### src/hdl/assert_macros.svh
// concurrent assertion helpers, clocked on clk and disabled while rst_n is low
`ifndef ASSERT_MACROS_SVH
`define ASSERT_MACROS_SVH
`ifndef SYNTHESIS
// same-cycle implication
`define ASSERT_IMPL(label, ante, cons, msg) \
  label: assert property (@(posedge clk) disable iff (!rst_n) (ante) |-> (cons)) \
    else $error(msg);
// next-cycle implication
`define ASSERT_NEXT(label, ante, cons, msg) \
  label: assert property (@(posedge clk) disable iff (!rst_n) (ante) |=> (cons)) \
    else $error(msg);
`else
`define ASSERT_IMPL(label, ante, cons, msg)
`define ASSERT_NEXT(label, ante, cons, msg)
`endif
`endif

### src/hdl/stab_pkg.sv
`default_nettype none

package stab_pkg;

  // configuration port
  localparam int CFG_IDX_W  = 4;
  localparam int CFG_DATA_W = 24;

  localparam logic [CFG_IDX_W-1:0] REG_CMP_FUNC  = 4'd0;
  localparam logic [CFG_IDX_W-1:0] REG_REF_VAL   = 4'd1;
  localparam logic [CFG_IDX_W-1:0] REG_CMP_MASK  = 4'd2;
  localparam logic [CFG_IDX_W-1:0] REG_PASS_OP   = 4'd3;
  localparam logic [CFG_IDX_W-1:0] REG_FAIL_OP   = 4'd4;
  localparam logic [CFG_IDX_W-1:0] REG_DRAW_COL  = 4'd5;
  localparam logic [CFG_IDX_W-1:0] REG_TAG_VAL   = 4'd6;
  localparam logic [CFG_IDX_W-1:0] REG_TAG_WE    = 4'd7;

  // stencil compare functions
  localparam logic [2:0] CMP_NEVER    = 3'd0;
  localparam logic [2:0] CMP_LESS     = 3'd1;
  localparam logic [2:0] CMP_LEQUAL   = 3'd2;
  localparam logic [2:0] CMP_GREATER  = 3'd3;
  localparam logic [2:0] CMP_GEQUAL   = 3'd4;
  localparam logic [2:0] CMP_EQUAL    = 3'd5;
  localparam logic [2:0] CMP_NOTEQUAL = 3'd6;
  localparam logic [2:0] CMP_ALWAYS   = 3'd7;

  // stencil update operations
  localparam logic [2:0] OP_ZERO    = 3'd0;
  localparam logic [2:0] OP_KEEP    = 3'd1;
  localparam logic [2:0] OP_REPLACE = 3'd2;
  localparam logic [2:0] OP_INCR    = 3'd3;
  localparam logic [2:0] OP_DECR    = 3'd4;
  localparam logic [2:0] OP_INVERT  = 3'd5;

  typedef struct packed {
    logic [23:0] dest_color;
    logic [7:0]  dest_stencil;
    logic [7:0]  dest_tag;
    logic [7:0]  fragment_alpha;
  } in_t;

  typedef struct packed {
    logic [23:0] new_color;
    logic [7:0]  new_stencil;
    logic [7:0]  new_tag;
    logic        test_passed;
  } out_t;

  // exact divide by 255 of a product of two bytes: ((v + 1) * 257) >> 16
  function automatic logic [7:0] div255(input logic [15:0] v);
    logic [16:0] t;
    logic [24:0] p;
    t = {1'b0, v} + 17'd1;
    p = {t, 8'b0} + {8'b0, t};
    return p[23:16];
  endfunction

endpackage

`default_nettype wire

### src/hdl/stab_chan.sv
`default_nettype none

// one color channel of the blend: multiply, divide by 255, add and saturate
module stab_chan (
  input  wire logic       clk,
  input  wire logic       en,
  input  wire logic [7:0] dst,
  input  wire logic [7:0] src,
  input  wire logic [7:0] alpha,
  output logic [7:0]      res
);

  logic [15:0] prod_d_r, prod_s_r;
  logic [7:0]  quo_d_r, quo_s_r;
  logic [7:0]  res_r;
  logic [8:0]  sum;

  // stage 1: weighted products
  always_ff @(posedge clk) begin
    if (en) begin
      prod_d_r <= {8'b0, dst} * {8'b0, 8'd255 - alpha};
      prod_s_r <= {8'b0, src} * {8'b0, alpha};
    end
  end

  // stage 2: exact divide by 255
  always_ff @(posedge clk) begin
    if (en) begin
      quo_d_r <= stab_pkg::div255(prod_d_r);
      quo_s_r <= stab_pkg::div255(prod_s_r);
    end
  end

  // stage 3: sum with saturation at full scale
  assign sum = {1'b0, quo_d_r} + {1'b0, quo_s_r};

  always_ff @(posedge clk) begin
    if (en) begin
      res_r <= sum[8] ? 8'hFF : sum[7:0];
    end
  end

  assign res = res_r;

endmodule

`default_nettype wire

### src/hdl/stencil_test_alpha_blend_top.sv
`default_nettype none
// stencil test and alpha blend, three register stages
// throughput: one fragment per cycle; the whole pipeline holds while the
//   output register is full and out_ready is low
// reset (rst_n low, synchronous): pipeline emptied, configuration registers to defaults

`include "assert_macros.svh"

module stencil_test_alpha_blend_top (
  input  wire logic                             clk,
  input  wire logic                             rst_n,
  input  wire logic                             in_valid,
  output logic                                  in_ready,
  input  wire stab_pkg::in_t                    in_data,
  output logic                                  out_valid,
  input  wire logic                             out_ready,
  output stab_pkg::out_t                        out_data,
  input  wire logic                             cfg_valid,
  output logic                                  cfg_ready,
  input  wire logic [stab_pkg::CFG_IDX_W-1:0]   cfg_index,
  input  wire logic [stab_pkg::CFG_DATA_W-1:0]  cfg_data
);

  // configuration registers
  logic [2:0]  cmp_func_r, pass_op_r, fail_op_r;
  logic [7:0]  ref_val_r, cmp_mask_r, tag_val_r;
  logic [23:0] draw_col_r;
  logic        tag_we_r;

  assign cfg_ready = 1'b1;

  always_ff @(posedge clk) begin
    if (!rst_n) begin
      cmp_func_r <= stab_pkg::CMP_ALWAYS;
      ref_val_r  <= 8'd0;
      cmp_mask_r <= 8'hFF;
      pass_op_r  <= stab_pkg::OP_KEEP;
      fail_op_r  <= stab_pkg::OP_KEEP;
      draw_col_r <= 24'd0;
      tag_val_r  <= 8'd0;
      tag_we_r   <= 1'b1;
    end else if (cfg_valid && cfg_ready) begin
      case (cfg_index)
        stab_pkg::REG_CMP_FUNC: cmp_func_r <= cfg_data[2:0];
        stab_pkg::REG_REF_VAL:  ref_val_r  <= cfg_data[7:0];
        stab_pkg::REG_CMP_MASK: cmp_mask_r <= cfg_data[7:0];
        stab_pkg::REG_PASS_OP:  pass_op_r  <= cfg_data[2:0];
        stab_pkg::REG_FAIL_OP:  fail_op_r  <= cfg_data[2:0];
        stab_pkg::REG_DRAW_COL: draw_col_r <= cfg_data[23:0];
        stab_pkg::REG_TAG_VAL:  tag_val_r  <= cfg_data[7:0];
        stab_pkg::REG_TAG_WE:   tag_we_r   <= cfg_data[0];
        default: ;
      endcase
    end
  end

  // global advance: every stage moves unless the output is held
  logic adv;
  logic v1_r, v2_r, out_valid_r;

  assign adv      = !out_valid_r || out_ready;
  assign in_ready = adv;

  always_ff @(posedge clk) begin
    if (!rst_n) begin
      v1_r        <= 1'b0;
      v2_r        <= 1'b0;
      out_valid_r <= 1'b0;
    end else if (adv) begin
      v1_r        <= in_valid;
      v2_r        <= v1_r;
      out_valid_r <= v2_r;
    end
  end

  // stencil compare on masked operands
  logic [7:0] lhs, rhs;
  logic       pass;

  assign lhs = in_data.dest_stencil & cmp_mask_r;
  assign rhs = ref_val_r & cmp_mask_r;

  always_comb begin
    case (cmp_func_r)
      stab_pkg::CMP_NEVER:    pass = 1'b0;
      stab_pkg::CMP_LESS:     pass = lhs < rhs;
      stab_pkg::CMP_LEQUAL:   pass = lhs <= rhs;
      stab_pkg::CMP_GREATER:  pass = lhs > rhs;
      stab_pkg::CMP_GEQUAL:   pass = lhs >= rhs;
      stab_pkg::CMP_EQUAL:    pass = lhs == rhs;
      stab_pkg::CMP_NOTEQUAL: pass = lhs != rhs;
      default:                pass = 1'b1;
    endcase
  end

  // stencil update; unused codes keep the stored value
  logic [2:0] op;
  logic [7:0] sten, new_sten;

  assign op   = pass ? pass_op_r : fail_op_r;
  assign sten = in_data.dest_stencil;

  always_comb begin
    case (op)
      stab_pkg::OP_ZERO:    new_sten = 8'd0;
      stab_pkg::OP_REPLACE: new_sten = ref_val_r;
      stab_pkg::OP_INCR:    new_sten = (sten == 8'hFF) ? sten : sten + 8'd1;
      stab_pkg::OP_DECR:    new_sten = (sten == 8'd0) ? sten : sten - 8'd1;
      stab_pkg::OP_INVERT:  new_sten = ~sten;
      default:              new_sten = sten;
    endcase
  end

  // side data that rides along with the blend stages
  logic        pass1_r, pass2_r, pass3_r;
  logic [7:0]  sten1_r, sten2_r, sten3_r;
  logic [7:0]  tag1_r, tag2_r, tag3_r;
  logic [23:0] dcol1_r, dcol2_r, dcol3_r;

  always_ff @(posedge clk) begin
    if (adv) begin
      pass1_r <= pass;
      sten1_r <= new_sten;
      tag1_r  <= (pass && tag_we_r) ? tag_val_r : in_data.dest_tag;
      dcol1_r <= in_data.dest_color;
      pass2_r <= pass1_r;
      sten2_r <= sten1_r;
      tag2_r  <= tag1_r;
      dcol2_r <= dcol1_r;
      pass3_r <= pass2_r;
      sten3_r <= sten2_r;
      tag3_r  <= tag2_r;
      dcol3_r <= dcol2_r;
    end
  end

  // per-channel blend pipelines
  logic [7:0] blend_r, blend_g, blend_b;

  stab_chan u_chan_r (
    .clk   (clk),
    .en    (adv),
    .dst   (in_data.dest_color[23:16]),
    .src   (draw_col_r[23:16]),
    .alpha (in_data.fragment_alpha),
    .res   (blend_r)
  );

  stab_chan u_chan_g (
    .clk   (clk),
    .en    (adv),
    .dst   (in_data.dest_color[15:8]),
    .src   (draw_col_r[15:8]),
    .alpha (in_data.fragment_alpha),
    .res   (blend_g)
  );

  stab_chan u_chan_b (
    .clk   (clk),
    .en    (adv),
    .dst   (in_data.dest_color[7:0]),
    .src   (draw_col_r[7:0]),
    .alpha (in_data.fragment_alpha),
    .res   (blend_b)
  );

  // result assembly
  assign out_valid            = out_valid_r;
  assign out_data.new_color   = pass3_r ? {blend_r, blend_g, blend_b} : dcol3_r;
  assign out_data.new_stencil = sten3_r;
  assign out_data.new_tag     = tag3_r;
  assign out_data.test_passed = pass3_r;

  // checks
  `ASSERT_IMPL(a_rise_from_stage2, $rose(out_valid_r), $past(v2_r),
    "result appeared without an item in stage 2")
  `ASSERT_NEXT(a_stall_holds, !adv, $stable(v1_r) && $stable(v2_r) && $stable(pass3_r),
    "pipeline moved during a stall")
  `ASSERT_IMPL(a_never_fails, out_valid_r && cmp_func_r == stab_pkg::CMP_NEVER,
    !out_data.test_passed, "pass reported with compare function never")
  `ASSERT_IMPL(a_ready_when_empty, !out_valid_r, in_ready,
    "input blocked with an empty output register")

endmodule

`default_nettype wire
### config.mk
export PLATFORM = sky130hd
export DESIGN_NAME = stencil_test_alpha_blend_top
export DESIGN_NICKNAME = d
export VERILOG_FILES = /design/src/hdl/stab_pkg.sv /design/src/hdl/stab_chan.sv /design/src/hdl/stencil_test_alpha_blend_top.sv
export VERILOG_INCLUDE_DIRS = /design/src /design/src/hdl
export SDC_FILE = /design/constraint.sdc
export NUM_CORES = 1
export LEC_CHECK = 0
export ABC_CLOCK_PERIOD_IN_PS = 15750
export CORE_MARGIN = 8
export CORE_UTILIZATION = 35
export DETAILED_ROUTE_END_ITERATION = 10
export DONT_BUFFER_PORTS = 1
export HOLD_SLACK_MARGIN = 0.15
export PLACE_DENSITY = 0.56
export SYNTH_ARGS = -nofsm -noshare
export SYNTH_HDL_FRONTEND = slang
export SYNTH_SLANG_ARGS = --single-unit
### constraint.sdc
create_clock -name clk -period 15.75 [get_ports clk]
set_input_delay 2.3625 -clock clk [delete_from_list [all_inputs] [get_ports clk]]
set_output_delay 2.3625 -clock clk [all_outputs]
set_load 0.01 [all_outputs]
==> impl_metrics.toml, run 1 <==
[floorplan]
rows = 106
initial_core_util_pct = 35.2
io_pins = 125
die_w_microns = 305
core_area_sq_mm = 0.0833
die_h_microns = 305
die-area_sq_mm = 0.0933

[setup_path]
crit_path_start_kind = "input pin"
cpMostUsedCell = "fa_1"
path_buf_inv = 3
worstPathArrival_ns = 6.45
path_max_fanout = 48
cpMaxStageDelayCell = "fa_1"
cp_top_family = "adder cells"
worstPathCellList = "nand2b_1 > fa_1 > fa_1 > inv_1 > fa_1 > inv_1 > fa_1 > inv_1 > ha_1 > a21boi_0 > o21ai_0 > a21boi_0 > o21ai_0 > a21oi_1 > o41ai_1 > xnor2_1"
required_ns = 16.06
endpoint_kind = "register"
critPathMaxStageDelay_ns = 0.55
worstSetupPathType = "input pin to register"

[pwr]
peakVddDrop_mv = 0.0817
cellPowerDensity_mw_per_mm2 = 106
leakage_nw = 14.6
power_w = 0.00340

[sta]
period_share_pct = 39.0
max_freq_mhz = 163
finalSetupViolCount = 0
fin_setup_tns_ns = 0
slew_viol_final = 0
finClkSkew_ns = 0.0128
finalHoldViolCount = 0
relSlewSlack_pct = 32.5
worst_pin_slew_ns = 1.01
period_minus_slack_ns = 6.14
rsz0062_at_grt = "false"

[synth]
yosys_warnings = 0
ys_ff_latch = 352
yosysTopAreaCell = "edfxtp_1"
synth.most_common_cell = "inv_1"
ys_async_sr_fraction_pct = 0
synthTopCellsByArea = "edfxtp_1 30%, fa_1 15%, ha_1 13%"
synth_cell_types = 70
synth.cell_area_sq_mm = 0.0293
ys_seq_area_share_pct = 34.0
synth_nets = 3430
synth_commonest_cells = "373 x inv_1, 305 x ha_1, 291 x edfxtp_1"
ys.flop_type = "edfxtp_1"
synthCells = 2825
syn_area_per_cell_sq_um = 10.4
synth-edff-count = 291
netlist.area_leader.share_pct = 29.8

[clocking]
postCtsSetupRepairBufs = 0
cts_tree = "built"
cts_root_buffer = "clkbuf_16"
htreeDepth = 2
cts.path.max_buffers = 3
path_clk_slew_ns = 0.06
cts_hold_buf = 0
clock_sinks = 352
numCtsBuffers = 44
clkLatencyLatePin_ns = 0.57
ctsResizeCount = 0

[flow_run]
drv_cap = 0

[route]
wl_mm = 61.7
drtIter0Drc = 898
drt_first_pass_iters = 5
antenna_left = 0
detail_route.wl_per_cell_microns = 15.8
via_per_inst = 4.79
drcViolationCount = 0
vias = 18712

[finish]
multi_input_area_sq_mm = 0.0176
n_fill_cell = 8288
finish.utilization_pct = 38.4
stdcell_count = 3910
final_net_count = 3399
drive_above_1_share_pct = 4.70
final_cell_area_sq_mm = 0.0320
regArea_sq_mm = 0.00996
syn2layout_area_growth_pct = 9.15
num_antenna_cells = 0

[grt]
gr-total-overflow = 0
grt_max_degree = 79
grt_pass1_vias = 19123
grt.total_usage_pct = 13.3
antenna_found_initial = 5
grt_pass1_wl_mm = 102

[place]
placedCellCount = 3828
portBuffers = 0
placed_cell_area_sq_mm = 0.0304
place_congestion = 0.774
dp_hpwl_mm = 45.2

[run_status]
status = "finished clean"

[worst_hold_path]
min_path_type = "register to register"
==> path summary, 6_finish.rpt <==
check | start | to | slack, ns | depth (start not counted)
setup / recovery | in_data[7] | u_chan_r.prod_d_r[15] | 9.61 | 16
hold / removal | tag1_r[6] | tag2_r[6] | 0.41 | 0
setup reg to reg | draw_col_r[8] | u_chan_g.prod_s_r[15] | 10.87 | 16
hold reg to reg | tag1_r[6] | tag2_r[6] | 0.41 | 0
==> power breakdown <==
part           switching (W)  internal [W]  leakage (nW)
clock               0.000419      0.000695         0.773
combinational       0.000515      0.000449          10.1
sequential         0.0000946       0.00123          3.71
total                0.00103       0.00237          14.6
==> sequential cells by signal (all words and copies together), names as in the netlist, 24 cells and up <==
signal and count:
dcol3_r 24, draw_col_r 24, dcol1_r 24, dcol2_r 24
==> cell usage in the layout, fill, tap and decap left out, drive strengths merged, types with 28 or more instances in the layout <==
cell and instances:
inv 377, ha 305, edfxtp 291, fa 219
nor2b 199, nand2 198, and2 172, xnor2 138
nor2 129, o21ai 72, nand2b 66, dfxtp 61
xor2 57, a21oi 56, clkbuf 53, nand3 52
a21boi 45, mux2i 43, mux2 34, nor3 34
and3 28
==> cell families (layout without fill, tap and decap cells) <==
group | count (synthesis) | count (layout) | share of synthesized area, %
adder cells (fa/ha/maj) | 524 | 524 | 28.0
multiplexers | 77 | 77 | 2.82
buffers and inverters | 458 | 463 | 5.95
XOR/XNOR | 195 | 195 | 5.82
other | 1 | 1 | 0.0128
AO/OA/AOI/OAI | 274 | 274 | 6.19
AND/OR/NAND/NOR | 944 | 944 | 17.3
flip-flops | 352 | 352 | 34.0
==> layer usage <==
metal | vias to the layer above | share of wire, % | wire [microns] | GRT usage (%)
li1 | 9310 | - | - | -
met1 | 9060 | 48 | 29500 | 18.1
met2 | 250 | 44 | 27400 | 21.2
met3 | 84 | 5.6 | 3470 | 3.41
met4 | 8 | 2.0 | 1240 | 3.02
met5 | - | 0.079 | 49 | 0
==> through the flow <==
step,setup WS (ns),hold slack [ns]
after CTS,9.66,0.414
after floorplan,3.92,0.400
after detailed placement,9.04,0.405
after global placement,9.11,0.400
after global routing,9.29,0.422
final,9.61,0.413
==> layout make-up <==
type	instances	area share, %
Tap cell	1080	4.22
Timing Repair Buffer	7	0.164
Clock buffer	53	3.74
Sequential cell	352	31.1
Multi-Input combinational cell	2015	55.1
Clock inverter	29	1.28
Inverter	374	4.39
Note: power is estimated with default switching activity, not from simulation.
==> run 2: changes to the inputs <==
Settings changed: ABC_CLOCK_PERIOD_IN_PS 15750 to 6100.
Clock period 15.75 ns to 6.1 ns, I/O delays scaled along.
==> impl_metrics.toml, run 2 (synthesis gave the netlist of run 1 again) <==
[run_status]
status = "finished clean"

[sta]
relSlewSlack_pct = 35.6
finalSetupViolCount = 0
fin_setup_tns_ns = 0
period_minus_slack_ns = 4.85
finClkSkew_ns = 0.0180
finalHoldViolCount = 0
fin_ws_ns = 1.25
max_freq_mhz = 206
holdWs_ns = 0.412
worst_pin_slew_ns = 0.964
rsz0062_at_grt = "false"
slew_viol_final = 0
period_share_pct = 79.5

[grt]
grt_pass1_vias = 19071
grt_max_degree = 129
gr-max-usage-layer = "met2"
use_met2_pct = 20.9
met1_usage_pct = 18.2
grt.total_usage_pct = 13.2
grt_pass1_wl_mm = 102
grt_util_met3_pct = 3.42
gr-total-overflow = 0
antenna_found_initial = 5

[floorplan]
core_area_sq_mm = 0.0833
rows = 106
initial_core_util_pct = 35.2
die-area_sq_mm = 0.0933
die_w_microns = 305
io_pins = 125
die_h_microns = 305

[finish]
finish.utilization_pct = 38.3
drive_above_1_share_pct = 4.62
mostFrequentLayoutCells = "373 x inv_1, 305 x ha_1, 291 x edfxtp_1, 219 x fa_1, 199 x nor2b_1"
syn2layout_area_growth_pct = 8.75
final_common_cell = "inv_1"
final_net_count = 3401

[setup_path]
worstPathCellList = "nand2_1 > fa_1 > fa_1 > inv_1 > fa_1 > inv_1 > fa_1 > inv_1 > ha_1 > a21boi_0 > o21ai_0 > a21boi_0 > o21ai_0 > a21oi_1 > o41ai_1 > xnor2_1"
required_ns = 6.41
endpoint_kind = "register"
crit_path_start_kind = "register"
cpMostUsedCell = "fa_1"
path_max_fanout = 9
critPathMaxStageDelay_ns = 0.59
worstPathArrival_ns = 5.16
worstSetupPathType = "register to register"
cpMaxStageDelayCell = "dfxtp_1"

[pwr]
p_clk_share_pct = 30.8
peakVddDrop_mv = 0.200
cellPowerDensity_mw_per_mm2 = 267
netSwitchingFraction_pct = 31.0
seq_power_share_pct = 40.1
comb_power_share_pct = 29.1
power.switching_w = 0.00264
power.internal_w = 0.00587
power_w = 0.00851
leakage_nw = 14.5

[worst_hold_path]
min_path_type = "register to register"

[clocking]
cts_hold_buf = 0
cts_root_buffer = "clkbuf_16"
htreeDepth = 2
clock_sinks = 352
clkLatencyLatePin_ns = 0.58
cts_tree = "built"
path_clk_slew_ns = 0.06
ctsResizeCount = 0
cts.path.max_buffers = 3
postCtsSetupRepairBufs = 0
numCtsBuffers = 46

[flow_run]
drv_cap = 0

[route]
via_per_inst = 4.76
drcViolationCount = 0
wl_mm = 61.6
detail_route.wl_per_cell_microns = 15.7
antenna_left = 0
vias = 18646
drt_first_pass_iters = 5
drtIter0Drc = 885

[place]
portBuffers = 0
dp_hpwl_mm = 45.1
post-place-ws_ns = 0.831
place_congestion = 0.789
==> run 2: cell types whose count changed in the layout (fill, tap and decap cells not counted) <==
cell	delta
clkbuf_8	+1
clkbuf_16	+1
buf_12	+1
clkinv_2	+2
clkbuf_1	+5
inv_6	+1
bufinv_16	-7
diode_2	+2
buf_4	-1
clkinvlp_4	-1
inv_4	+1
==> run 2: critical path, delay by kind of cell, from the launching register on <==
family                     cells  cell delay, ns
adders and majority gates      5            2.43
AOI/OAI and AO/OA              6            1.16
buffers and inverters          3            0.15
DFF                            1            0.59
and+or+nand+nor                1            0.15
xor gates and xnor gates       1            0.10
==> run 2: metrics by stage <==
stage | cells | cell area (sq um)
floorplan | 2825 | 29300
global placement | 3828 | 30400
detailed placement | 3828 | 30400
CTS | 3913 | 31900
global route | 3913 | 31900
finish | 3915 | 31900
==> run 2: power groups by stage <==
stage | logic, W | clock network, W | registers [W]
2_1_floorplan | 0.00207 | 0 | 0.00336
3_3_place_gp | 0.00250 | 0 | 0.00346
3_5_place_dp | 0.00251 | 0 | 0.00345
4_1_cts | 0.00254 | 0.00273 | 0.00341
5_1_grt | 0.00290 | 0.00282 | 0.00346
6_report | 0.00247 | 0.00262 | 0.00341
==> run 2: layer usage <==
layer | up-vias | share of wire (%)
met3 | 70 | 5.8
li1 | 9310 | -
met1 | 8997 | 48
met4 | 6 | 1.8
met5 | - | 0.065
met2 | 263 | 44
==> run 2: worst paths after layout <==
path | startpoint | endpoint | slack [ns] | cells after the start
worst min register to register | tag2_r[2] | tag3_r[2] | 0.41 | 0
worst max-delay path | draw_col_r[8] | u_chan_g.prod_s_r[15] | 1.25 | 16
worst max register to register | draw_col_r[8] | u_chan_g.prod_s_r[15] | 1.25 | 16
worst min-delay path | tag2_r[2] | tag3_r[2] | 0.41 | 0
==> run 2: final cells by class <==
type                       instances  area [sq um]
tap                             1080          1350
timing repair buffer               7          65.1
antenna                            2          5.00
sequential                       352          9960
inverter                         374          1400
clock buffer                      60          1260
clock inverter                    25           216
multi-input combinational       2015         17600
fill                            8232         51400
==> run 3: changes to the inputs <==
Settings changed: ABC_AREA from default to 1, ABC_CLOCK_PERIOD_IN_PS 6100 to 4700.
Clock period 6.1 ns to 4.7 ns, I/O delays scaled along.
==> impl_metrics.toml, run 3 <==
[finish]
syn2layout_area_growth_pct = 10.8
final_net_count = 3954
stdcell_count = 4532
final_common_cell = "inv_1"
mostFrequentLayoutCells = "696 x inv_1, 510 x nand2_1, 360 x nor2_1, 304 x ha_1, 291 x edfxtp_1"
final_cell_area_sq_mm = 0.0330
drive_above_1_share_pct = 8.17

[clocking]
cts_tree = "built"
postCtsSetupRepairBufs = 0
path_clk_slew_ns = 0.06
cts_hold_buf = 0
cts.path.max_buffers = 3
htreeDepth = 2
ctsResizeCount = 0
clock_sinks = 352
cts_root_buffer = "clkbuf_16"
clkLatencyLatePin_ns = 0.58
numCtsBuffers = 42

[place]
placedCellCount = 4449
place_congestion = 0.841
post-place-ws_ns = -0.0298
portBuffers = 0
dp_hpwl_mm = 51.5
placed_cell_area_sq_mm = 0.0315

[grt]
grt_pass1_vias = 20692
grt_max_degree = 105
gr-max-usage-layer = "met2"
met1_usage_pct = 18.6
antenna_found_initial = 14
use_met2_pct = 23.3
grt_pass1_wl_mm = 108
gr-total-overflow = 0
grt.total_usage_pct = 14.1
grt_util_met3_pct = 2.93

[worst_hold_path]
worstHoldStart = "in_data[43]"
min_to = "dcol1_r[19]"
min_path_type = "input pin to register"
hold_depth = 0

[pwr]
power.switching_w = 0.00410
leakage_nw = 17.0
netSwitchingFraction_pct = 34.2
cellPowerDensity_mw_per_mm2 = 364
seq_power_share_pct = 37.9
p_clk_share_pct = 27.4
peakVddDrop_mv = 0.266
power.internal_w = 0.00789
comb_power_share_pct = 34.7

[sta]
finalSetupViolCount = 0
period_minus_slack_ns = 4.40
finalHoldViolCount = 0
worst_pin_slew_ns = 0.885
rsz0062_at_grt = "false"
period_share_pct = 93.7
fin_ws_ns = 0.297
finClkSkew_ns = 0.0264
max_freq_mhz = 227
slew_viol_final = 0
relSlewSlack_pct = 41.0

[route]
antenna_left = 0
via_per_inst = 4.55
wl_mm = 66.3
drtIter0Drc = 1001
vias = 20602
detail_route.wl_per_cell_microns = 14.6
drt_first_pass_iters = 5
drcViolationCount = 0

[setup_path]
r2r_start = "draw_col_r[13]"
worstPathCellList = "buf_4 > nand2_1 > inv_1 > fa_1 > inv_1 > fa_1 > inv_1 > fa_1 > inv_1 > fa_1 > inv_1 > ha_1 > nand2_1 > nor2_1 > a21oi_1 > o21ai_0 > a21oi_1 > nor2_1 > nor2_1 > xor2_1"
critPathMaxStageDelay_ns = 0.53
endpoint_kind = "register"
path_max_fanout = 6
worstSetupPathType = "register to register"
worst-r2r-cell-count = 20
cpMostUsedCell = "inv_1"
path_buf_inv = 6
timing.rr.end = "u_chan_g.prod_s_r[15]"
crit_path_start_kind = "register"
worstPathArrival_ns = 4.71
rrSetupSlack_ns = 0.30
required_ns = 5.01
cpMaxStageDelayCell = "fa_1"
cp_top_family = "adder cells"

[floorplan]
rows = 107
die_h_microns = 307
core_area_sq_mm = 0.0847
initial_core_util_pct = 35.1
io_pins = 125
die-area_sq_mm = 0.0945
die_w_microns = 307

[synth]
ys_seq_area_share_pct = 33.5
synth_cell_types = 62
synthCells = 3305
synth_commonest_cells = "697 x inv_1, 510 x nand2_1, 362 x nor2_1"
yosysTopAreaCell = "edfxtp_1"
ys_async_sr_fraction_pct = 0
ys.flop_type = "edfxtp_1"
synthTopCellsByArea = "edfxtp_1 29%, fa_1 15%, ha_1 13%"
synth.most_common_cell = "inv_1"
synth_nets = 3910
syn_area_per_cell_sq_um = 9.00
synth.cell_area_sq_mm = 0.0297
ys_ff_latch = 352
synth-edff-count = 291
yosys_warnings = 0
netlist.area_leader.share_pct = 29.4

[flow_run]
drv_cap = 0

[run_status]
status = "finished clean"
==> run 3: cell type report <==
type | instances | area (sq um)
clock inverters | 18 | 176
fillers | 8430 | 51800
well taps | 1144 | 1430
flip-flops and latches | 352 | 9970
multi-input cells | 2156 | 16800
repair buffers | 81 | 646
inverters | 716 | 2700
diodes | 8 | 20.0
clock buffers | 57 | 1210
==> run 3: cell families (layout without fill, tap and decap cells) <==
logic type	after synthesis	after routing	synth area share, %
multiplexers	33	33	1.25
XOR/XNOR	196	196	5.94
flip-flops	352	352	33.5
AO/OA/AOI/OAI	308	308	5.72
adder cells (fa/ha/maj)	524	524	27.6
AND/OR/NAND/NOR	1094	1094	15.9
buffers and inverters	797	872	10.1
other	1	9	0.0126
==> run 3: worst max path at each step <==
stage / slack [ns] / cells past startpoint / startpoint / end
finish: 0.30 / 20 / draw_col_r[13] / u_chan_g.prod_s_r[15]
global route: 0.02 / 20 / draw_col_r[13] / u_chan_g.prod_s_r[15]
CTS: 0.17 / 17 / draw_col_r[10] / u_chan_g.prod_s_r[15]
detailed placement: -0.03 / 20 / in_data[28] / u_chan_b.prod_d_r[14]
global placement: 0.03 / 19 / in_data[43] / u_chan_r.prod_d_r[14]
floorplan: -0.93 / 2 / out_ready / dcol1_r[0]
==> run 3: per-stage QoR <==
stage | utilization, % | hold slack (ns) | setup TNS, ns | total power, W
floorplan | - | 0.400 | -270.70 | 0.00774
global placement | 37.2 | 0.401 | 0 | 0.00875
detailed placement | 37.2 | 0.405 | -0.0533 | 0.00876
CTS | 38.9 | 0.168 | 0 | 0.0122
global route | 38.9 | 0.181 | 0 | 0.0129
finish | 38.9 | 0.217 | 0 | 0.0120
==> run 3: power groups by stage <==
stage / registers (W) / logic [W] / clock network [W]
floorplan: 0.00448 / 0.00326 / 0
finish: 0.00454 / 0.00416 / 0.00329
global placement: 0.00461 / 0.00414 / 0
CTS: 0.00455 / 0.00421 / 0.00340
global route: 0.00461 / 0.00483 / 0.00350
detailed placement: 0.00461 / 0.00416 / 0
==> run 3: layer usage <==
| layer | wire length [microns] | vias to the layer above |
|---|---|---|
| met3 | 3290 | 97 |
| met2 | 30500 | 301 |
| li1 | - | 10507 |
| met4 | 1780 | 6 |
| met5 | 39 | - |
| met1 | 30700 | 9691 |
